`config.mk`:
```
export PLATFORM = sky130hd
export DESIGN_NAME = stop_and_wait_packet_receiver_unit
export DESIGN_NICKNAME = d
export VERILOG_FILES = /design/src/rtl/core/swpr_pkg.sv /design/src/rtl/core/swpr_ctrl.sv /design/src/rtl/core/swpr_dpath.sv /design/src/rtl/core/stop_and_wait_packet_receiver_unit.sv
export SDC_FILE = /design/constraint.sdc
export NUM_CORES = 1
export LEC_CHECK = 0
export CAP_MARGIN = 20
export CORE_MARGIN = 5
export CORE_UTILIZATION = 30
export DETAILED_ROUTE_END_ITERATION = 16
export DONT_BUFFER_PORTS = 1
export SYNTH_ARGS = -nofsm -noshare
export SYNTH_HDL_FRONTEND = slang
export SYNTH_HIERARCHICAL = 1
export SYNTH_SLANG_ARGS = --single-unit
```
`constraint.sdc`:
```
create_clock -name clk_i -period 5.8 [get_ports clk_i]
set_input_delay 1.16 -clock clk_i [delete_from_list [all_inputs] [get_ports clk_i]]
set_output_delay 1.16 -clock clk_i [all_outputs]
set_load 0.1 [all_outputs]
```
`src/rtl/core/swpr_pkg.sv`:
```
// package for the stop-and-wait packet receiver
// holds field widths, command and result codes, and controller/datapath structs
// no dependencies
package swpr_pkg;

  localparam int unsigned MAX_PAYLOAD_DEF = 32;

  localparam int unsigned CMD_W   = 2;
  localparam int unsigned PTYPE_W = 3;
  localparam int unsigned LEN_W   = 6;
  localparam int unsigned CSUM_W  = 32;
  localparam int unsigned BYTE_W  = 8;
  localparam int unsigned KIND_W  = 3;
  localparam int unsigned PROD_W  = 15;

  localparam logic [CMD_W-1:0] CMD_HEADER = 2'd0;
  localparam logic [CMD_W-1:0] CMD_BYTE   = 2'd1;
  localparam logic [CMD_W-1:0] CMD_LOST   = 2'd2;
  localparam logic [CMD_W-1:0] CMD_NONE   = 2'd3;

  localparam logic [PTYPE_W-1:0] PT_DATA = 3'd0;
  localparam logic [PTYPE_W-1:0] PT_LAST = 3'd1;
  localparam logic [PTYPE_W-1:0] PT_ACK  = 3'd2;
  localparam logic [PTYPE_W-1:0] PT_NACK = 3'd3;
  localparam logic [PTYPE_W-1:0] PT_TERM = 3'd4;

  localparam logic [KIND_W-1:0] KIND_ACK    = 3'd0;
  localparam logic [KIND_W-1:0] KIND_NACK   = 3'd1;
  localparam logic [KIND_W-1:0] KIND_BYTE   = 3'd2;
  localparam logic [KIND_W-1:0] KIND_END    = 3'd3;
  localparam logic [KIND_W-1:0] KIND_REPLY  = 3'd4;
  localparam logic [KIND_W-1:0] KIND_CLOSED = 3'd5;

  typedef struct packed {
    logic              capture;
    logic              open_pkt;
    logic              clear_pkt;
    logic              set_closed;
    logic              acc_byte;
    logic              rel_start;
    logic              rel_next;
    logic              emit;
    logic [KIND_W-1:0] kind;
    logic              nack;
    logic              eom;
    logic              last;
  } ctrl_cmd_t;

  typedef struct packed {
    logic               closed;
    logic               in_packet;
    logic [CMD_W-1:0]   cmd;
    logic [PTYPE_W-1:0] ptype;
    logic               len_zero;
    logic               len_over;
    logic               csum_zero;
    logic               last_byte;
    logic               sum_match;
    logic               final_pkt;
    logic               rel_last;
    logic               slot_free;
  } ctrl_sts_t;

endpackage

```
`src/rtl/core/swpr_ctrl.sv`:
```
// controller state machine of the stop-and-wait packet receiver
// sequences decode, checksum check and byte release; uses swpr_pkg
module swpr_ctrl (
  input  logic                clk_i,
  input  logic                rst_ni,
  input  logic                in_valid_i,
  output logic                in_stall_o,
  input  swpr_pkg::ctrl_sts_t sts_i,
  output swpr_pkg::ctrl_cmd_t cmd_o
);
  import swpr_pkg::*;

  localparam logic [2:0] S_IDLE    = 3'd0;
  localparam logic [2:0] S_DECODE  = 3'd1;
  localparam logic [2:0] S_CHECK   = 3'd2;
  localparam logic [2:0] S_READ    = 3'd3;
  localparam logic [2:0] S_RELEASE = 3'd4;
  localparam logic [2:0] S_EMPTY   = 3'd5;

  logic [2:0] state_q, state_d;

  assign in_stall_o = (state_q != S_IDLE);

  always_comb begin
    state_d = state_q;
    cmd_o   = '0;
    case (state_q)
      S_IDLE: begin
        if (in_valid_i) begin
          cmd_o.capture = 1'b1;
          state_d       = S_DECODE;
        end
      end
      S_DECODE: begin
        if (sts_i.closed || sts_i.cmd == CMD_NONE) begin
          state_d = S_IDLE;
        end else if (sts_i.cmd == CMD_LOST ||
                     (sts_i.cmd == CMD_HEADER && sts_i.ptype == PT_TERM)) begin
          if (sts_i.slot_free) begin
            cmd_o.emit       = 1'b1;
            cmd_o.kind       = KIND_CLOSED;
            cmd_o.last       = 1'b1;
            cmd_o.set_closed = 1'b1;
            cmd_o.clear_pkt  = 1'b1;
            state_d          = S_IDLE;
          end
        end else if (sts_i.cmd == CMD_HEADER) begin
          if (sts_i.ptype inside {PT_ACK, PT_NACK}) begin
            if (sts_i.slot_free) begin
              cmd_o.emit      = 1'b1;
              cmd_o.kind      = KIND_REPLY;
              cmd_o.nack      = (sts_i.ptype == PT_NACK);
              cmd_o.last      = 1'b1;
              cmd_o.clear_pkt = 1'b1;
              state_d         = S_IDLE;
            end
          end else if (sts_i.ptype inside {PT_DATA, PT_LAST}) begin
            if (sts_i.len_over || (sts_i.len_zero && !sts_i.csum_zero)) begin
              if (sts_i.slot_free) begin
                cmd_o.emit      = 1'b1;
                cmd_o.kind      = KIND_NACK;
                cmd_o.last      = 1'b1;
                cmd_o.clear_pkt = 1'b1;
                state_d         = S_IDLE;
              end
            end else if (sts_i.len_zero) begin
              if (sts_i.slot_free) begin
                cmd_o.emit      = 1'b1;
                cmd_o.kind      = KIND_ACK;
                cmd_o.last      = (sts_i.ptype != PT_LAST);
                cmd_o.clear_pkt = 1'b1;
                state_d         = (sts_i.ptype == PT_LAST) ? S_EMPTY : S_IDLE;
              end
            end else begin
              cmd_o.open_pkt = 1'b1;
              state_d        = S_IDLE;
            end
          end else begin
            cmd_o.clear_pkt = 1'b1;
            state_d         = S_IDLE;
          end
        end else begin
          if (sts_i.in_packet) begin
            cmd_o.acc_byte = 1'b1;
            state_d        = sts_i.last_byte ? S_CHECK : S_IDLE;
          end else begin
            state_d = S_IDLE;
          end
        end
      end
      S_CHECK: begin
        if (sts_i.slot_free) begin
          cmd_o.emit = 1'b1;
          if (sts_i.sum_match) begin
            cmd_o.kind      = KIND_ACK;
            cmd_o.rel_start = 1'b1;
            state_d         = S_READ;
          end else begin
            cmd_o.kind = KIND_NACK;
            cmd_o.last = 1'b1;
            state_d    = S_IDLE;
          end
        end
      end
      S_READ: begin
        state_d = S_RELEASE;
      end
      S_RELEASE: begin
        if (sts_i.slot_free) begin
          cmd_o.emit     = 1'b1;
          cmd_o.kind     = KIND_BYTE;
          cmd_o.eom      = sts_i.final_pkt && sts_i.rel_last;
          cmd_o.last     = sts_i.rel_last;
          cmd_o.rel_next = 1'b1;
          state_d        = sts_i.rel_last ? S_IDLE : S_READ;
        end
      end
      S_EMPTY: begin
        if (sts_i.slot_free) begin
          cmd_o.emit = 1'b1;
          cmd_o.kind = KIND_END;
          cmd_o.last = 1'b1;
          state_d    = S_IDLE;
        end
      end
      default: begin
        state_d = S_IDLE;
      end
    endcase
  end

  always_ff @(posedge clk_i or negedge rst_ni) begin
    if (!rst_ni) begin
      state_q <= S_IDLE;
    end else begin
      state_q <= state_d;
    end
  end

endmodule

```
`src/rtl/core/swpr_dpath.sv`:
```
// datapath of the stop-and-wait packet receiver
// input capture, checksum, payload buffer, release counter and output register; uses swpr_pkg
module swpr_dpath #(
  parameter int unsigned MAX_PAYLOAD = swpr_pkg::MAX_PAYLOAD_DEF
) (
  input  logic                                 clk_i,
  input  logic                                 rst_ni,
  input  swpr_pkg::ctrl_cmd_t                  cmd_i,
  output swpr_pkg::ctrl_sts_t                  sts_o,
  input  logic [swpr_pkg::CMD_W-1:0]           command_i,
  input  logic [swpr_pkg::PTYPE_W-1:0]         packet_type_i,
  input  logic [swpr_pkg::LEN_W-1:0]           pkt_len_i,
  input  logic signed [swpr_pkg::CSUM_W-1:0]   packet_checksum_i,
  input  logic [swpr_pkg::BYTE_W-1:0]          payload_byte_i,
  output logic                                 out_valid_o,
  input  logic                                 out_stall_i,
  output logic [swpr_pkg::KIND_W-1:0]          kind_o,
  output logic                                 reply_was_nack_o,
  output logic [swpr_pkg::BYTE_W-1:0]          message_byte_o,
  output logic                                 end_of_message_o,
  output logic                                 last_of_run_o
);
  import swpr_pkg::*;

  localparam int unsigned IDX_W = (MAX_PAYLOAD > 1) ? $clog2(MAX_PAYLOAD) : 1;

  logic [CMD_W-1:0]          cmd_q;
  logic [PTYPE_W-1:0]        ptype_q;
  logic [LEN_W-1:0]          plen_q;
  logic signed [CSUM_W-1:0]  pcsum_q;
  logic [BYTE_W-1:0]         byte_q;
  logic signed [PROD_W-1:0]  prod_q, prod_d;

  logic                      closed_q;
  logic                      in_packet_q;
  logic                      final_q;
  logic [LEN_W-1:0]          bytes_seen_q;
  logic [LEN_W-1:0]          expected_q;
  logic signed [CSUM_W-1:0]  running_sum_q;
  logic signed [CSUM_W-1:0]  carried_q;
  logic [LEN_W-1:0]          rd_cnt_q;

  logic [BYTE_W-1:0]         store [MAX_PAYLOAD];
  logic [BYTE_W-1:0]         rd_data_q;

  logic                      out_valid_q;
  logic [KIND_W-1:0]         kind_q;
  logic                      nack_q;
  logic [BYTE_W-1:0]         msg_q;
  logic                      eom_q;
  logic                      last_q;

  logic                      slot_free;
  logic [LEN_W-1:0]          bytes_next;
  logic [LEN_W-1:0]          rd_next;

  // even positions weight the signed byte by its index
  always_comb begin
    if (bytes_seen_q[0]) begin
      prod_d = PROD_W'($signed(payload_byte_i));
    end else begin
      prod_d = $signed({1'b0, bytes_seen_q}) * $signed(payload_byte_i);
    end
  end

  assign bytes_next = bytes_seen_q + LEN_W'(1);
  assign rd_next    = rd_cnt_q + LEN_W'(1);
  assign slot_free  = !out_valid_q || !out_stall_i;

  always_comb begin
    sts_o.closed    = closed_q;
    sts_o.in_packet = in_packet_q;
    sts_o.cmd       = cmd_q;
    sts_o.ptype     = ptype_q;
    sts_o.len_zero  = (plen_q == '0);
    sts_o.len_over  = (plen_q > LEN_W'(MAX_PAYLOAD));
    sts_o.csum_zero = (pcsum_q == '0);
    sts_o.last_byte = (bytes_next == expected_q);
    sts_o.sum_match = (running_sum_q == carried_q);
    sts_o.final_pkt = final_q;
    sts_o.rel_last  = (rd_next == expected_q);
    sts_o.slot_free = slot_free;
  end

  always_ff @(posedge clk_i) begin
    if (cmd_i.capture) begin
      cmd_q   <= command_i;
      ptype_q <= packet_type_i;
      plen_q  <= pkt_len_i;
      pcsum_q <= packet_checksum_i;
      byte_q  <= payload_byte_i;
      prod_q  <= prod_d;
    end
  end

  always_ff @(posedge clk_i) begin
    if (cmd_i.acc_byte) begin
      store[bytes_seen_q[IDX_W-1:0]] <= byte_q;
    end
    rd_data_q <= store[rd_cnt_q[IDX_W-1:0]];
  end

  always_ff @(posedge clk_i or negedge rst_ni) begin
    if (!rst_ni) begin
      closed_q      <= 1'b0;
      in_packet_q   <= 1'b0;
      final_q       <= 1'b0;
      bytes_seen_q  <= '0;
      expected_q    <= '0;
      running_sum_q <= '0;
      carried_q     <= '0;
      rd_cnt_q      <= '0;
    end else begin
      if (cmd_i.set_closed) begin
        closed_q <= 1'b1;
      end
      if (cmd_i.clear_pkt) begin
        in_packet_q <= 1'b0;
      end
      if (cmd_i.open_pkt) begin
        in_packet_q   <= 1'b1;
        expected_q    <= plen_q;
        bytes_seen_q  <= '0;
        running_sum_q <= '0;
        carried_q     <= pcsum_q;
        final_q       <= (ptype_q == PT_LAST);
      end
      if (cmd_i.acc_byte) begin
        running_sum_q <= running_sum_q + CSUM_W'(prod_q);
        bytes_seen_q  <= bytes_next;
        if (bytes_next == expected_q) begin
          in_packet_q <= 1'b0;
        end
      end
      if (cmd_i.rel_start) begin
        rd_cnt_q <= '0;
      end else if (cmd_i.rel_next) begin
        rd_cnt_q <= rd_next;
      end
    end
  end

  // output register
  always_ff @(posedge clk_i or negedge rst_ni) begin
    if (!rst_ni) begin
      out_valid_q <= 1'b0;
    end else if (cmd_i.emit) begin
      out_valid_q <= 1'b1;
    end else if (!out_stall_i) begin
      out_valid_q <= 1'b0;
    end
  end

  always_ff @(posedge clk_i) begin
    if (cmd_i.emit) begin
      kind_q <= cmd_i.kind;
      nack_q <= cmd_i.nack;
      msg_q  <= (cmd_i.kind == KIND_BYTE) ? rd_data_q : '0;
      eom_q  <= cmd_i.eom;
      last_q <= cmd_i.last;
    end
  end

  assign out_valid_o      = out_valid_q;
  assign kind_o           = kind_q;
  assign reply_was_nack_o = nack_q;
  assign message_byte_o   = msg_q;
  assign end_of_message_o = eom_q;
  assign last_of_run_o    = last_q;

endmodule

```
`src/rtl/core/stop_and_wait_packet_receiver_unit.sv`:
```
// top level of the stop-and-wait packet receiver
// joins swpr_ctrl and swpr_dpath; uses swpr_pkg
//
//   channel   direction  handshake                 payload
//   in        input      in_valid_i / in_stall_o   command, packet_type, pkt_len,
//                                                  packet_checksum, payload_byte
//   out       output     out_valid_o / out_stall_i kind, reply_was_nack, message_byte,
//                                                  end_of_message, last_of_run
//
// one item at a time: an item is captured, then decoded, before the next is taken
// a good packet adds an ack result, then releases each byte by a buffer read and an output load
// output register lets the last result wait while the next item is taken
// out_stall_i holds the controller in place until the output register frees
// reset is asynchronous; buffer contents are left as they are
module stop_and_wait_packet_receiver_unit #(
  parameter int unsigned MAX_PAYLOAD = swpr_pkg::MAX_PAYLOAD_DEF
) (
  input  logic                                 clk_i,
  input  logic                                 rst_ni,
  input  logic                                 in_valid_i,
  output logic                                 in_stall_o,
  input  logic [swpr_pkg::CMD_W-1:0]           command_i,
  input  logic [swpr_pkg::PTYPE_W-1:0]         packet_type_i,
  input  logic [swpr_pkg::LEN_W-1:0]           pkt_len_i,
  input  logic signed [swpr_pkg::CSUM_W-1:0]   packet_checksum_i,
  input  logic [swpr_pkg::BYTE_W-1:0]          payload_byte_i,
  output logic                                 out_valid_o,
  input  logic                                 out_stall_i,
  output logic [swpr_pkg::KIND_W-1:0]          kind_o,
  output logic                                 reply_was_nack_o,
  output logic [swpr_pkg::BYTE_W-1:0]          message_byte_o,
  output logic                                 end_of_message_o,
  output logic                                 last_of_run_o
);
  import swpr_pkg::*;

  ctrl_cmd_t cmd;
  ctrl_sts_t sts;

  swpr_ctrl u_ctrl (
    .clk_i      (clk_i),
    .rst_ni     (rst_ni),
    .in_valid_i (in_valid_i),
    .in_stall_o (in_stall_o),
    .sts_i      (sts),
    .cmd_o      (cmd)
  );

  swpr_dpath #(
    .MAX_PAYLOAD (MAX_PAYLOAD)
  ) u_dpath (
    .clk_i             (clk_i),
    .rst_ni            (rst_ni),
    .cmd_i             (cmd),
    .sts_o             (sts),
    .command_i         (command_i),
    .packet_type_i     (packet_type_i),
    .pkt_len_i         (pkt_len_i),
    .packet_checksum_i (packet_checksum_i),
    .payload_byte_i    (payload_byte_i),
    .out_valid_o       (out_valid_o),
    .out_stall_i       (out_stall_i),
    .kind_o            (kind_o),
    .reply_was_nack_o  (reply_was_nack_o),
    .message_byte_o    (message_byte_o),
    .end_of_message_o  (end_of_message_o),
    .last_of_run_o     (last_of_run_o)
  );

endmodule

```
== After elaboration in Yosys (flattened, before gate mapping) ==
Memory sizes are Yosys's and may differ from the RTL's. A register that Yosys moved wholly into a read port is not among the register bits.
Index checks and enable logic that the tools add are counted.
W data, S select, Z words.

* Register bits after elaboration: 169
* RAM bits: 256
* Bits of input ports: 55
* Logic and storage cells: 163
* Memories kept: 1

* Add/subtract/negate cells: 3
* Multiply operators: 1
* Magnitude comparators: 1
* Eq/ne operators: 21
* Multiplexer cells: 88
* Bitwise operators: 4
* Reductions and logical operators: 23

{| class="wikitable"
|+ Memory list
! name !! depth !! bits a word !! read ports !! clocked after Yosys merged registers in !! wr ports !! RTL line !! source
|-
| u_dpath.store || 32 || 8 || 1 || 1 || 1 || swpr_dpath.sv:43 || <nowiki>logic [BYTE_W-1:0] store [MAX_PAYLOAD];</nowiki>
|}

{| class="wikitable"
|+ Operators with widths
! kind !! number
|-
| $mux W32 || 2
|-
| $mux W4 || 12
|-
| $mux W1 || 43
|-
| $mux W3 || 14
|-
| $add A32 B15 Y32 || 1
|-
| $eq A32 B32 Y1 || 1
|-
| $logic_not A32 Y1 || 1
|-
| $mux W6 || 4
|-
| $mux W5 || 4
|-
| $pmux W3 S6 || 1
|-
| $pmux W4 S4 || 1
|-
| $eq A3 B2 Y1 const B || 5
|-
| $mul A7 B8 Y15 || 1
|-
| $mux W15 || 1
|-
| $add A6 B1 Y6 const B || 2
|-
| $eq A6 B6 Y1 || 2
|-
| $mux W2 || 5
|-
| $eq A3 B3 Y1 const B || 3
|-
| $ne A9 B8 Y1 const B || 1
|-
| $reduce_bool A2 Y1 || 4
|-
| $eq A3 B1 Y1 const B || 2
|-
| $gt A6 B6 Y1 const B || 1
|-
| $logic_not A3 Y1 || 2
|-
| $logic_not A6 Y1 || 1
|-
| 14 further kinds || 27
|}

== Longest topological paths before layout ==
Gate-level depths: netlist of the first run.

* Depth in word-level cells: 15
* Gate-level depth with buffers: 19

== Modules after synthesis ==
Netlist of the first run, hierarchy kept.

{| class="wikitable"
|+ By module, submodules not included
! module !! times used !! cells each !! area each (sq um)
|-
| swpr_dpath || 1 || 1,337 || 20,305.7
|-
| swpr_ctrl || 1 || 79 || 528.0
|}

== Worst setup path after synthesis of the first run ==
OpenSTA, ideal clock, no wires.

* Path type: input port to flip-flop
* Start point: input port payload_byte_i[5] (netlist name)
* End point: register u_dpath.prod_q[13], data pin
* Library setup time: 260 ps
* Arrival: 5,130 ps
* Setup slack: 410 ps
* Cell stages on the path: 17
* Cells stage by stage: and2_1 fa_1 inv_1 fa_1 inv_1 fa_1 inv_1 fa_1 inv_1 ha_1 or3_1 a311o_1 a31oi_1 o21a_1 a21oi_1 xor2_1 mux2_2

* Cells in the longest elaborated chain, start to end: 2

{| class="wikitable"
|+ RTL lines
! what !! RTL line !! source
|-
| start, declared || stop_and_wait_packet_receiver_unit.sv:26 || <nowiki>input logic [swpr_pkg::BYTE_W-1:0] payload_byte_i,</nowiki>
|-
| $mul A7 B8 Y15 || swpr_dpath.sv:62 || <nowiki>prod_d = $signed({1'b0, bytes_seen_q}) * $signed(payload_byte_i);</nowiki>
|-
| $mux W15 || swpr_dpath.sv:59 || <nowiki>if (bytes_seen_q[0]) begin</nowiki>
|-
| net u_dpath.prod_d[13] || swpr_dpath.sv:32 || <nowiki>logic signed [PROD_W-1:0] prod_q, prod_d;</nowiki>
|-
| end signal, assigned || swpr_dpath.sv:92 || <nowiki>prod_q <= prod_d;</nowiki>
|-
| end, declared || swpr_dpath.sv:32 ||
|}

The timed path passes the listed nets, and every way through them passes these cells.
A chain may end at the register's enable or synchronous reset.

== Worst setup path after layout of the first run ==
* Start point: register u_dpath.bytes_seen_q[1]
* End point: register u_dpath.prod_q[13], data pin

* Cells in the longest elaborated chain, start to end: 2

{| class="wikitable"
|+ RTL lines
! what !! RTL line !! source
|-
| start, declared || swpr_dpath.sv:37 || <nowiki>logic [LEN_W-1:0] bytes_seen_q;</nowiki>
|-
| start signal, assigned || swpr_dpath.sv:130 || <nowiki>bytes_seen_q <= bytes_next;</nowiki>
|-
| $mul A7 B8 Y15 || swpr_dpath.sv:62 ||
|-
| $mux W15 || swpr_dpath.sv:59 ||
|-
| net u_dpath.prod_d[13] || swpr_dpath.sv:32 ||
|}

The timed path passes the listed nets, and every way through them passes these cells.

==> results of run 1 <==
## cell type report
cell class / instances / share of cell area (%)
timing repair buffer: 21 / 1.18
antenna: 4 / 0.0423
multi-input combinational: 863 / 33.2
clock buffer: 51 / 5.13
clock inverter: 37 / 1.81
sequential: 433 / 52.8
inverter: 61 / 0.968
tap: 931 / 4.92
## layer usage
layer / vias to the layer above / part of all wire [%]
li1: 5392 / -
met1: 6114 / 47
met2: 332 / 45
met3: 70 / 6.7
met4: 4 / 1.9
met5: - / 0.056
## sequential cells by signal, indices dropped and copies added, names as in the netlist, 8 cells and up
register                cells
u_dpath/store             256
u_dpath/carried_q          32
u_dpath/pcsum_q            32
u_dpath/running_sum_q      32
u_dpath/prod_q             15
u_dpath/byte_q              8
u_dpath/message_byte_o      8
u_dpath/rd_data_q           8
## power by group through the flow
stage / registers [uW] / logic (uW) / clock network [uW]
5_1_grt: 4120 / 1640 / 3340
6_report: 4080 / 1480 / 3140
2_1_floorplan: 4030 / 1110 / 0
4_1_cts: 4150 / 1370 / 3220
3_5_place_dp: 4210 / 1360 / 0
3_3_place_gp: 4200 / 1330 / 0
## per-stage QoR
step	hold WS (ps)	cells	setup slack, ps	util, %	instance area, sq um
2_1_floorplan	441	1416	410	-	20800
3_3_place_gp	469	2301	235	31.8	21800
3_5_place_dp	465	2301	211	31.8	21800
4_1_cts	229	2389	766	34.1	23500
5_1_grt	240	2400	504	34.4	23700
6_report	268	2401	762	34.4	23700
## critical path, stage by stage, from the launching register on
cell and delay (ps):
sky130_fd_sc_hd__dfrtp_1 540, sky130_fd_sc_hd__and2_1 240, sky130_fd_sc_hd__fa_1 540, sky130_fd_sc_hd__inv_1 60, sky130_fd_sc_hd__fa_1 530, sky130_fd_sc_hd__inv_1 50
sky130_fd_sc_hd__fa_1 470, sky130_fd_sc_hd__inv_1 50, sky130_fd_sc_hd__fa_1 470, sky130_fd_sc_hd__inv_1 40, sky130_fd_sc_hd__ha_1 220, sky130_fd_sc_hd__or3_1 360
sky130_fd_sc_hd__a311o_1 290, sky130_fd_sc_hd__a31oi_1 260, sky130_fd_sc_hd__o21a_1 200, sky130_fd_sc_hd__a21oi_1 80, sky130_fd_sc_hd__xor2_1 140, sky130_fd_sc_hd__mux2_2 260
## worst min path at each step
stage,start,to,slack (ps),cells after the start
6_report,rst_ni,u_dpath/running_sum_q[14],270,0
5_1_grt,rst_ni,u_dpath/out_valid_o,240,0
4_1_cts,rst_ni,u_dpath/rd_cnt_q[0],230,0
3_5_place_dp,u_dpath/closed_q,u_dpath/closed_q,460,1
3_3_place_gp,u_dpath/closed_q,u_dpath/closed_q,470,1
2_1_floorplan,u_dpath/closed_q,u_dpath/closed_q,440,1
## kinds of logic after synthesis
| logic type | after synthesis | synth area share, % |
|---|---|---|
| DFF | 433 | 59.9 |
| and+or+nand+nor | 329 | 8.09 |
| AOI/OAI and AO/OA | 211 | 6.67 |
| muxes | 129 | 11.5 |
| buffers and inverters | 120 | 2.54 |
| adders and majority gates | 101 | 7.36 |
| xor gates and xnor gates | 93 | 3.91 |
## placed cells by master (no fill, tap or decap), types with 7 or more instances in the layout
master                      instances
sky130_fd_sc_hd__edfxtp_1         336
sky130_fd_sc_hd__dfrtp_1           87
sky130_fd_sc_hd__nand2_1           76
sky130_fd_sc_hd__nor2_1            74
sky130_fd_sc_hd__xor2_1            67
sky130_fd_sc_hd__mux4_2            66
sky130_fd_sc_hd__ha_1              65
sky130_fd_sc_hd__inv_1             59
sky130_fd_sc_hd__o21ai_0           54
sky130_fd_sc_hd__a21oi_1           53
sky130_fd_sc_hd__and2_1            53
sky130_fd_sc_hd__clkbuf_16         48
sky130_fd_sc_hd__mux2_2            48
sky130_fd_sc_hd__fa_1              36
sky130_fd_sc_hd__xnor2_1           26
sky130_fd_sc_hd__nor4_1            19
sky130_fd_sc_hd__a21o_1            17
sky130_fd_sc_hd__nand3_1           17
sky130_fd_sc_hd__nor3_1            16
sky130_fd_sc_hd__mux4_1            14
sky130_fd_sc_hd__buf_4             13
sky130_fd_sc_hd__nor2b_1           12
sky130_fd_sc_hd__clkinv_1          11
sky130_fd_sc_hd__nand4_1           11
sky130_fd_sc_hd__o21a_1             9
sky130_fd_sc_hd__a211oi_1           9
sky130_fd_sc_hd__or3_1              8
sky130_fd_sc_hd__nand2b_1           8
sky130_fd_sc_hd__o21ai_1            8
sky130_fd_sc_hd__dfxtp_1            8
sky130_fd_sc_hd__clkinv_2           7
sky130_fd_sc_hd__bufinv_16          7
==> reports/metrics.sh, run 1 <==
POST-SYNTH-TOP-COUNT-CELL='sky130_fd_sc_hd__edfxtp_1'
CLOCK_SINKS=433
SYN-CELL-AREA_SQ_MM=0.0208
DIE-AREA_SQ_MM=0.0748
DRT_INITIAL_VIOLATIONS=1106
CLK_PATH_BUF_DEPTH=3
MAXCLOCKFREQUENCY_GHz=0.198
TIMING.CRITICAL_PATH.FANOUT_MAX=12
ASYNC_RESET_FF_SHARE_PCT=20.6
DETAIL_ROUTE.DRC_VIOLATIONS=0
GRT_ANTENNA_BEFORE_REPAIR=7
ROUTED_VIA_COUNT=11900
SYNTH_LARGEST_AREA_CELL='sky130_fd_sc_hd__edfxtp_1'
GRT_PASS1_VIAS=11900
N_FILL_CELL=6623
PLACEMENTROWS=96
TOTAL_POWER_uW=8710
VIA_PER_INST=4.96
NUMBER_OF_SYNTHESIZED_REGISTER_BITS=433
MULTI_INPUT_COMB_AREA_SQ_MM=0.00785
FF_LATCH_AREA_SQ_MM=0.0125
WORST-ENDPOINT-ARRIVAL_PS=5380
SYNTH_COMMON_CELLS='sky130_fd_sc_hd__edfxtp_1 (336), sky130_fd_sc_hd__dfrtp_1 (89), sky130_fd_sc_hd__nand2_1 (76), sky130_fd_sc_hd__nor2_1 (76), sky130_fd_sc_hd__xor2_1 (67)'
P_CLK_SHARE_PCT=36.1
FIRST_PASS_GRT_WIRE_LENGTH_MICRONS=73800
DRT_PRE_ANTENNA_ITERS=4
GP_CONGESTION=0.866
NETSWITCHINGPOWER_uW=2520
POWER_REPORT.INTERNAL_TOTAL_uW=6190
STATUS='complete, no violations'
SYNTHFLOPTYPE='sky130_fd_sc_hd__edfxtp_1'
WORST_R2R_ENDPOINT='u_dpath/prod_q[13]'
NET_TOTAL_IN_THE_FINAL_LAYOUT=1583
SYNTH_AREA_LEADERS='sky130_fd_sc_hd__edfxtp_1 (48%), sky130_fd_sc_hd__dfrtp_1 (11%), sky130_fd_sc_hd__mux4_2 (7.1%), sky130_fd_sc_hd__ha_1 (3.9%), sky130_fd_sc_hd__fa_1 (3.5%)'
GRT_MAX_DEGREE=90
FINAL_ANT_VIOL_NETS=0
CRIT_PATH_END='u_dpath/prod_q[13]'
CTS_RESIZED=0
ROUTE.DETAILED.WL_PER_INST_MICRONS=20.0
LOGIC_PWR_SHARE_PCT=17.0
TOTAL_LEAKAGE_POWER_uW=0.00872
DPL.HPWL_MICRONS=32400
FINAL-SETUP-VIOL-COUNT=0
ROUTED_WL_MICRONS=48100
FINALCLOCKSKEW_PS=25.3
P_SW_SHARE_PCT=28.9
SYNTH.AVG_CELL_AREA_SQ_UM=14.7
CTS-BUFFERS-INSERTED=47
WORSTMARGINPINSLEW_PS=1070
SYNTH_NETS=1572
REG2REG_SETUP_SLACK_PS=760
CORE-AREA_SQ_MM=0.0687
MET2_USAGE_PCT=18.9
SYNTH_SEQ_AREA_SHARE_PCT=59.9
PATH_CLK_SLEW_PS=60
GLOBALROUTE.TOTALOVERFLOW=0
RSZ0062_AT_GRT='no'
DRV_SLEW=0
FINALCRITICALPERIOD_PS=5040
CTS-ROOT-BUF='sky130_fd_sc_hd__clkbuf_16'
RR_WORST_DEPTH=17
FLOW.AREA_GROWTH_FROM_SYNTHESIS_PCT=13.5
DESIGN.PORTCOUNT=71
SYNTHDISTINCTLIBCELLS=78
DIE_H_MICRONS=274
GLOBALROUTEMET3UTIL_PCT=3.07
START_UTIL_PCT=30.3
CTS_HTREE_LEVELS=2
MAX-SLEW-MARGIN-REL_PCT=28.8
TRITONCTS_CLOCK_TREE='yes'
POST-CTS-SETUP-BUFFERS=0
FIN_SETUP_TNS_PS=0
PEAK_SUPPLY_DROP_V=0.000199
CLKLATENCYLATEPIN_PS=600
P_SEQ_SHARE_PCT=46.9
P_PER_AREA_mW_PER_MM2=368
CP-STARTPOINT='u_dpath/bytes_seen_q[1]'
SYNTH_ENABLE_FLOP_CELLS=336
CRIT_PATH_START_KIND='flop'
GRT_USAGE_PCT=12.7
MET1_USAGE_PCT=18.5
DIE_X_MICRONS=274
FINAL_LAYOUT_SIZE_SUFFIX_GT1_SHARE_PCT=16.0
PERIOD_SHARE_PCT=86.9
CAP_VIOL_MAX_COUNT=0
YOSYS.AREA.TOP_TYPE_SHARE_PCT=48.4
CRITICAL_PATH_CLASS='reg2reg'
YOSYSWARNINGS=6
WORSTPATHREQUIRED_PS=6150
REG2REG_FROM='u_dpath/bytes_seen_q[1]'
HOLD_PATH.CLASS='in2async'
REPORT.FINAL.HOLD_VIOL_COUNT=0
NETLIST_INSTANCES=1416
POST_CTS_HOLD_BUFFER_COUNT=0
GLOBAL_ROUTING_S_BUSIEST_LAYER='met2'
PORT_BUFFERS=0
CRITPATHCAPTURETYPE='flop'
Note: power is estimated with default switching activity, not from simulation.
==> run 2, diff against run 1 <==
Settings changed: CAP_MARGIN 20 to default, CORE_MARGIN 5 to 10.
==> run 2 against run 1 <==
  * Flip-flop and latch count is the same
  * Non-clock buffer count shrank 6
  * First-iteration DRC count shrank 19%
  * Core utilization shrank 0.51 points
  * Clock skew grew 1.2 ps
  * Largest cell class unchanged
==> reports/metrics.sh, run 2 (synthesis gave the netlist of run 1 again) <==
STATUS='complete, no violations'
CLK_PATH_BUF_DEPTH=3  # unchanged
PLACEMENTROWS=96  # unchanged
GRT_USAGE_PCT=11.7  # -1.0 points
N_FILL_CELL=6650  # +0.41%
FINALCRITICALPERIOD_PS=5090  # +53.9 ps
PERIOD_SHARE_PCT=87.8  # +0.93 points
POST_CTS_HOLD_BUFFER_COUNT=0  # unchanged
REG2REG_SETUP_SLACK_PS=710  # -50 ps
GRT_MAX_DEGREE=90  # unchanged
RSZ0062_AT_GRT='no'
FLOW.AREA_GROWTH_FROM_SYNTHESIS_PCT=11.9
HOLD-WORST-SLACK_PS=283  # +14.8 ps
DETAIL_ROUTE.DRC_VIOLATIONS=0  # unchanged
GRT_PASS1_VIAS=11900  # -0.36%
FIN_SETUP_TNS_PS=0  # unchanged
DRV_SLEW=0  # unchanged
CTS_RESIZED=0  # unchanged
ROUTED_WL_MICRONS=48300  # +0.43%
DIE_H_MICRONS=284  # +3.7%
REG2REG_FROM='u_dpath/bytes_seen_q[1]'
DRT_PRE_ANTENNA_ITERS=7  # +3
CTS-BUFFERS-INSERTED=45  # -4.3%
DIE-AREA_SQ_MM=0.0804  # +7.4%
PATH_CLK_SLEW_PS=60  # about the same
FINALCLOCKSKEW_PS=26.5  # +1.18 ps
GLOBALROUTE.TOTALOVERFLOW=0  # unchanged
DESIGN.PORTCOUNT=71  # unchanged
PEAK_SUPPLY_DROP_V=0.000200  # +0.51%
COMMONEST_NON_FILL_NON_TAP_CELL_IN_THE_LAYOUT='sky130_fd_sc_hd__edfxtp_1'
FINAL_LAYOUT_SIZE_SUFFIX_GT1_SHARE_PCT=15.1  # -0.84 points
ROUTED_VIA_COUNT=11900  # -0.10%
WORSTMARGINPINSLEW_PS=1300  # +229 ps
CRIT_PATH_START_KIND='flop'
CRITICAL_PATH_CLASS='reg2reg'
CORE-AREA_SQ_MM=0.0687  # unchanged
MOSTFREQUENTLAYOUTCELLS='sky130_fd_sc_hd__edfxtp_1 (336), sky130_fd_sc_hd__dfrtp_1 (87), sky130_fd_sc_hd__nand2_1 (76)'
FINISH.UTILIZATION_PCT=33.9  # -0.51 points
DIE_X_MICRONS=284  # +3.7%
FINAL-SETUP-VIOL-COUNT=0  # unchanged
ROUTE.DETAILED.WL_PER_INST_MICRONS=20.2  # +1.0%
GRT_ANTENNA_BEFORE_REPAIR=7  # unchanged
POST-CTS-SETUP-BUFFERS=0  # unchanged
CLOCK_SINKS=433  # unchanged
START_UTIL_PCT=30.3  # unchanged
VIA_PER_INST=4.99  # +0.49%
CAP_VIOL_MAX_COUNT=0  # unchanged
NET_TOTAL_IN_THE_FINAL_LAYOUT=1575  # -0.51%
REPORT.FINAL.HOLD_VIOL_COUNT=0  # unchanged
CTS-ROOT-BUF='sky130_fd_sc_hd__clkbuf_16'
GP_CONGESTION=0.901  # +4.0%
DPL.HPWL_MICRONS=33000  # +1.8%
WORST-ENDPOINT-ARRIVAL_PS=5400  # +20 ps
TIMING.CRITICAL_PATH.FANOUT_MAX=12  # unchanged
DRT_INITIAL_VIOLATIONS=901  # -19%
MAX-SLEW-MARGIN-REL_PCT=13.5  # -15 points
FINAL_ANT_VIOL_NETS=0  # unchanged
HOLD_PATH.CLASS='in2async'
LARGEST_REGISTER_FFS=256  # unchanged
TOTAL_LEAKAGE_POWER_uW=0.00858  # -1.6%
MAXCLOCKFREQUENCY_GHz=0.196  # -1.1%
CRITPATHCAPTURETYPE='flop'
TRITONCTS_CLOCK_TREE='yes'
RR_WORST_DEPTH=17  # unchanged
FIRST_PASS_GRT_WIRE_LENGTH_MICRONS=73300  # -0.64%
P_PER_AREA_mW_PER_MM2=359  # -2.4%
WORSTPATHREQUIRED_PS=6110  # -40 ps
PORT_BUFFERS=0  # unchanged
CLKLATENCYLATEPIN_PS=580  # -20 ps
WORST_R2R_ENDPOINT='u_dpath/prod_q[13]'
CTS_HTREE_LEVELS=2  # unchanged
[run 2: changes by cell type in the layout (fill, tap and decap cells not counted), moves of 3 or more]
cell	before	now
sky130_fd_sc_hd__bufinv_16	7	2
sky130_fd_sc_hd__clkbuf_1	3	11
sky130_fd_sc_hd__diode_2	4	1
sky130_fd_sc_hd__clkinv_1	11	6
sky130_fd_sc_hd__buf_8	3	0
sky130_fd_sc_hd__clkbuf_8	0	5
sky130_fd_sc_hd__buf_16	5	0
sky130_fd_sc_hd__clkinvlp_4	6	2
[run 2: area by class of cell]
| type | instances | area (sq um) | area share, % |
|---|---|---|---|
| timing repair buffer | 15 | 113 | 0.483 |
| clock inverter | 20 | 183 | 0.784 |
| multi-input combinational | 863 | 7850 | 33.7 |
| sequential | 433 | 12500 | 53.6 |
| tap | 931 | 1160 | 5.00 |
| inverter | 61 | 229 | 0.982 |
| antenna | 1 | 2.50 | 0.0107 |
| clock buffer | 63 | 1290 | 5.52 |
[run 2: worst max-delay path by stage]
stage / start / to / slack (ps) / cells after the start
after detailed placement: payload_byte_i[5] / u_dpath/prod_q[13] / 170 / 17
final: u_dpath/bytes_seen_q[1] / u_dpath/prod_q[13] / 710 / 17
after global routing: u_dpath/bytes_seen_q[1] / u_dpath/prod_q[13] / 470 / 17
after CTS: u_dpath/bytes_seen_q[1] / u_dpath/prod_q[13] / 700 / 17
after floorplan: payload_byte_i[5] / u_dpath/prod_q[13] / 410 / 17
after global placement: payload_byte_i[5] / u_dpath/prod_q[13] / 230 / 17
[run 2: worst max-delay path: stages, from the launching register on]
cell and delay [ps]:
sky130_fd_sc_hd__dfrtp_1 540, sky130_fd_sc_hd__and2_1 240, sky130_fd_sc_hd__fa_1 530, sky130_fd_sc_hd__inv_1 60, sky130_fd_sc_hd__fa_1 540, sky130_fd_sc_hd__inv_1 50
sky130_fd_sc_hd__fa_1 470, sky130_fd_sc_hd__inv_1 50, sky130_fd_sc_hd__fa_1 470, sky130_fd_sc_hd__inv_1 40, sky130_fd_sc_hd__ha_1 220, sky130_fd_sc_hd__or3_1 370
sky130_fd_sc_hd__a311o_1 290, sky130_fd_sc_hd__a31oi_1 260, sky130_fd_sc_hd__o21a_1 200, sky130_fd_sc_hd__a21oi_1 80, sky130_fd_sc_hd__xor2_1 140, sky130_fd_sc_hd__mux2_2 270
[run 2: per-stage QoR]
stage	setup slack (ps)	total power, uW	std cells	area (sq um)
floorplan	410	5150	1416	20800
global placement	231	5550	2303	21800
detailed placement	168	5580	2303	21800
CTS	703	8440	2386	23300
global route	471	8760	2386	23300
finish	708	8380	2387	23300
[run 2: power breakdown]
group / internal [uW] / switching (uW) / leakage [uW]
combinational: 583 / 814 / 0.00352
clock: 1650 / 1190 / 0.000719
sequential: 3730 / 413 / 0.00434
[run 2: layer usage]
| metal | track usage [%] | part of all wire [%] | up-vias | routed length (microns) |
|---|---|---|---|---|
| met3 | 2.88 | 7.3 | 49 | 3540 |
| met2 | 17.8 | 45 | 346 | 21700 |
| met4 | 3.25 | 1.6 | 4 | 771 |
| met1 | 16.3 | 46 | 6137 | 22300 |
| li1 | - | - | 5364 | - |
| met5 | 0 | 0.056 | - | 27 |
==> run 3, diff against run 2 <==
Settings changed: ABC_AREA from default to 1, CORE_UTILIZATION 30 to 50, PLACE_DENSITY from default to 0.68.
Clock period 5.8 ns to 4.6 ns, I/O delays scaled along.
==> run 3 against run 2 <==
  * Non-clock buffer count grew 11
  * Synthesized cell count grew 64%
  * Final area grew 3.4%
  * Core utilization grew 22 points
  * Largest power group unchanged
  * Cell count grew 23%
  * Via count grew 35%
  * Sequential share of layout area shrank 1.8 points
  * Combinational power grew to 2.9 times the previous value
  * Fmax grew 17%
  * Flip-flop and latch count is the same
  * First-iteration DRC count grew 87%
==> reports/metrics.sh, run 3 <==
DIODES=0  # -1
CTS_RESIZED=0  # unchanged
YOSYSWARNINGS=6  # unchanged
WORSTMARGINPINSLEW_PS=1350  # +49.0 ps
CRITPATHCAPTURETYPE='flop'
SYNTH-COMPOUND-AREA-SHARE_PCT=8.95  # +2.3 points
ROUTE.DETAILED.WL_PER_INST_MICRONS=19.2  # -5.2%
DPL.HPWL_MICRONS=38100  # +15%
FINAL_DESIGN_AREA_NO_FILL_SQ_MM=0.0241  # +3.4%
DIE_X_MICRONS=230  # -19%
WORST-ENDPOINT-ARRIVAL_PS=4640  # -760 ps
PLACEDINSTANCEAREA_SQ_MM=0.0226  # +3.3%
TIMING.FINAL.WS_SETUP_PS=262  # -446 ps
PATH_CLK_SLEW_PS=60  # about the same
CLKLATENCYLATEPIN_PS=580  # about the same
PEAK_SUPPLY_DROP_V=0.000330  # +65%
SYNTH_SEQ_AREA_SHARE_PCT=56.5  # -3.4 points
FINALCRITICALPERIOD_PS=4340  # -754 ps
SYNTHDISTINCTLIBCELLS=51  # -35%
PLACEMENTROWS=76  # -21%
REPORT.FINAL.HOLD_VIOL_COUNT=0  # unchanged
CLK_PATH_BUF_DEPTH=3  # unchanged
SYN-CELL-AREA_SQ_MM=0.0221  # +6.0%
LARGEST_FAMILY_OF_LOGIC_CELLS_BY_SYNTHESIZED_AREA='simple AND/OR/NAND/NOR gates'
WORSTPATHREQUIRED_PS=4900  # -1210 ps
TOTAL_LEAKAGE_POWER_uW=0.0105  # +22%
SYNTH.MUX.AREA_FRACTION_PCT=0  # -12 points
MOSTFREQUENTLAYOUTCELLS='sky130_fd_sc_hd__nand2_1 (587), sky130_fd_sc_hd__edfxtp_1 (336), sky130_fd_sc_hd__inv_1 (292)'
DIE-AREA_SQ_MM=0.0530  # -34%
DRV_SLEW=0  # unchanged
POST_CTS_HOLD_BUFFER_COUNT=0  # unchanged
NETLIST_INSTANCES=2321  # +64%
SYNTH_ENABLE_FLOP_CELLS=336  # unchanged
TRITONCTS_CLOCK_TREE='yes'
STATUS='complete, no violations'
FIRST_PASS_GRT_WIRE_LENGTH_MICRONS=88000  # +20%
CLOCK_SINKS=433  # unchanged
GRT_PASS1_VIAS=15600  # +31%
P_PER_AREA_mW_PER_MM2=552  # +54%
NET_TOTAL_IN_THE_FINAL_LAYOUT=2465  # +57%
FINALCLOCKSKEW_PS=12.5  # -14.0 ps
LARGEST_REGISTER_FFS=256  # unchanged
SYNTH_AREA_LEADERS='sky130_fd_sc_hd__edfxtp_1 (46%), sky130_fd_sc_hd__dfrtp_1 (10%), sky130_fd_sc_hd__nand2_1 (10%), sky130_fd_sc_hd__inv_1 (5.0%), sky130_fd_sc_hd__nor2_1 (4.7%)'
SYNTH_COMMON_CELLS='sky130_fd_sc_hd__nand2_1 (587), sky130_fd_sc_hd__edfxtp_1 (336), sky130_fd_sc_hd__inv_1 (292)'
SYNTH.AVG_CELL_AREA_SQ_UM=9.52  # -35%
SYNTH_LARGEST_AREA_CELL='sky130_fd_sc_hd__edfxtp_1'
FINAL-SETUP-VIOL-COUNT=0  # unchanged
FLOW.AREA_GROWTH_FROM_SYNTHESIS_PCT=9.10
CAP_VIOL_MAX_COUNT=0  # unchanged
START_UTIL_PCT=50.9  # +21 points
SYNTHFLOPTYPE='sky130_fd_sc_hd__edfxtp_1'
RSZ0062_AT_GRT='no'
SYNTHADDERAREAFRAC_PCT=6.94  # -0.42 points
DIE_H_MICRONS=230  # -19%
CRITICAL_PATH_CLASS='reg2reg'
GRT_ANTENNA_BEFORE_REPAIR=0  # -7
COMMONEST_NON_FILL_NON_TAP_CELL_IN_THE_LAYOUT='sky130_fd_sc_hd__nand2_1'
CORE-AREA_SQ_MM=0.0434  # -37%
NUMBER_OF_SYNTHESIZED_REGISTER_BITS=433  # unchanged
CTS-BUFFERS-INSERTED=46  # +2.2%
GLOBALROUTE.TOTALOVERFLOW=0  # unchanged
ASYNC_RESET_FF_SHARE_PCT=20.6  # unchanged
DRT_PRE_ANTENNA_ITERS=5  # -2
SYNTH_NETS=2477  # +58%
FIN_SETUP_TNS_PS=0  # unchanged
DESIGN.PORTCOUNT=71  # unchanged
HOLD_PATH.CLASS='in2async'
ROUTED_WL_MICRONS=56200  # +16%
PORT_BUFFERS=0  # unchanged
POST-SYNTH-TOP-COUNT-CELL='sky130_fd_sc_hd__nand2_1'
FINAL_ANT_VIOL_NETS=0  # unchanged
CRIT_PATH_START_KIND='flop'
TOTAL_POWER_uW=13300  # +59%
TIMING.CRITICAL_PATH.FANOUT_MAX=4  # -8
CTS_HTREE_LEVELS=2  # unchanged
POST_SYNTHESIS_SHARE_OF_CELL_AREA_SPENT_ON_AND_OR_NAND_AND_NOR_GATES_PCT=18.9  # +11 points
GRT_USAGE_PCT=21.0  # +9.3 points
CTS-ROOT-BUF='sky130_fd_sc_hd__clkbuf_16'
PLACE_WORST_SETUP_SLACK_PS=-71.1  # -239 ps
YOSYS.AREA_SHARE.XOR_XNOR_PCT=1.46  # -2.4 points
PERIOD_SHARE_PCT=94.3  # +6.5 points
VIA_PER_INST=5.47  # +9.8%
GP_CONGESTION=0.907  # +0.70%
POST-CTS-SETUP-BUFFERS=0  # unchanged
YOSYS.AREA.TOP_TYPE_SHARE_PCT=45.7  # -2.8 points
MAXCLOCKFREQUENCY_GHz=0.231  # +17%
GRT_MAX_DEGREE=90  # unchanged
MAX-SLEW-MARGIN-REL_PCT=10.3  # -3.3 points
N_FILL_CELL=3804  # -43%
DETAIL_ROUTE.DRC_VIOLATIONS=0  # unchanged
FINAL_LAYOUT_SIZE_SUFFIX_GT1_SHARE_PCT=5.59  # -9.5 points
DRT_INITIAL_VIOLATIONS=1685  # +87%
ROUTED_VIA_COUNT=16000  # +35%
## run 3: cells by family after synthesis
| family | Yosys count |
|---|---|
| AO/OA/AOI/OAI | 332 |
| XOR/XNOR | 36 |
| AND/OR/NAND/NOR | 1031 |
| buffers and inverters | 388 |
| adder cells (fa/ha/maj) | 101 |
| flip-flops | 433 |
## run 3: critical path, stage by stage, from the launching register on
cell and delay, ps:
sky130_fd_sc_hd__dfrtp_1 480, sky130_fd_sc_hd__nand2_1 100, sky130_fd_sc_hd__inv_1 100, sky130_fd_sc_hd__fa_1 670
sky130_fd_sc_hd__fa_1 460, sky130_fd_sc_hd__fa_1 490, sky130_fd_sc_hd__inv_1 50, sky130_fd_sc_hd__fa_1 490
sky130_fd_sc_hd__inv_1 40, sky130_fd_sc_hd__ha_1 330, sky130_fd_sc_hd__nand2_1 100, sky130_fd_sc_hd__nand2_1 100
sky130_fd_sc_hd__a21oi_1 180, sky130_fd_sc_hd__o21bai_1 120, sky130_fd_sc_hd__a21oi_1 140, sky130_fd_sc_hd__nand2_1 70
sky130_fd_sc_hd__nand3_1 80, sky130_fd_sc_hd__nand2_1 60
## run 3: report_power, final
group	total (uW)	internal (uW)	switching, uW
clock	3770	2220	1550
combinational	4060	1280	2780
sequential	5460	4840	625
## run 3: final timing paths
path                                              start                    to  slack, ps  cells after the start
worst min-delay path                             rst_ni      u_dpath/closed_q         40                      0
min in group clk_i                 packet_checksum_i[4]    u_dpath/pcsum_q[4]        430                      0
worst max register to register  u_dpath/bytes_seen_q[1]    u_dpath/prod_q[13]        260                     17
max in group asynchronous                        rst_ni  u_dpath/carried_q[0]       4440                      0
worst min register to register         u_dpath/closed_q      u_dpath/closed_q        470                      1
worst max-delay path            u_dpath/bytes_seen_q[1]    u_dpath/prod_q[13]        260                     17
## run 3: cell type report
cell class / instances / area (sq um) / share of cell area [%]
inverter: 302 / 1130 / 4.71
timing repair buffer: 26 / 195 / 0.810
multi-input combinational: 1500 / 8020 / 33.3
tap: 585 / 732 / 3.04
clock buffer: 56 / 1210 / 5.02
clock inverter: 28 / 327 / 1.36
sequential: 433 / 12500 / 51.8
## run 3: layer usage
layer	global-route usage [%]	part of all wire [%]
met5	0	0
met4	5.10	1.9
met3	3.50	7.2
met2	33.6	46
met1	29.2	44
## run 3: stage by stage
stage / hold WS, ps / utilization [%] / cells
final: 37.2 / 55.6 / 2930
after global routing: 9.41 / 55.6 / 2930
after CTS: 10.1 / 55.6 / 2930
after detailed placement: 461 / 52.0 / 2846
after global placement: 453 / 52.0 / 2846
after floorplan: 441 / - / 2321
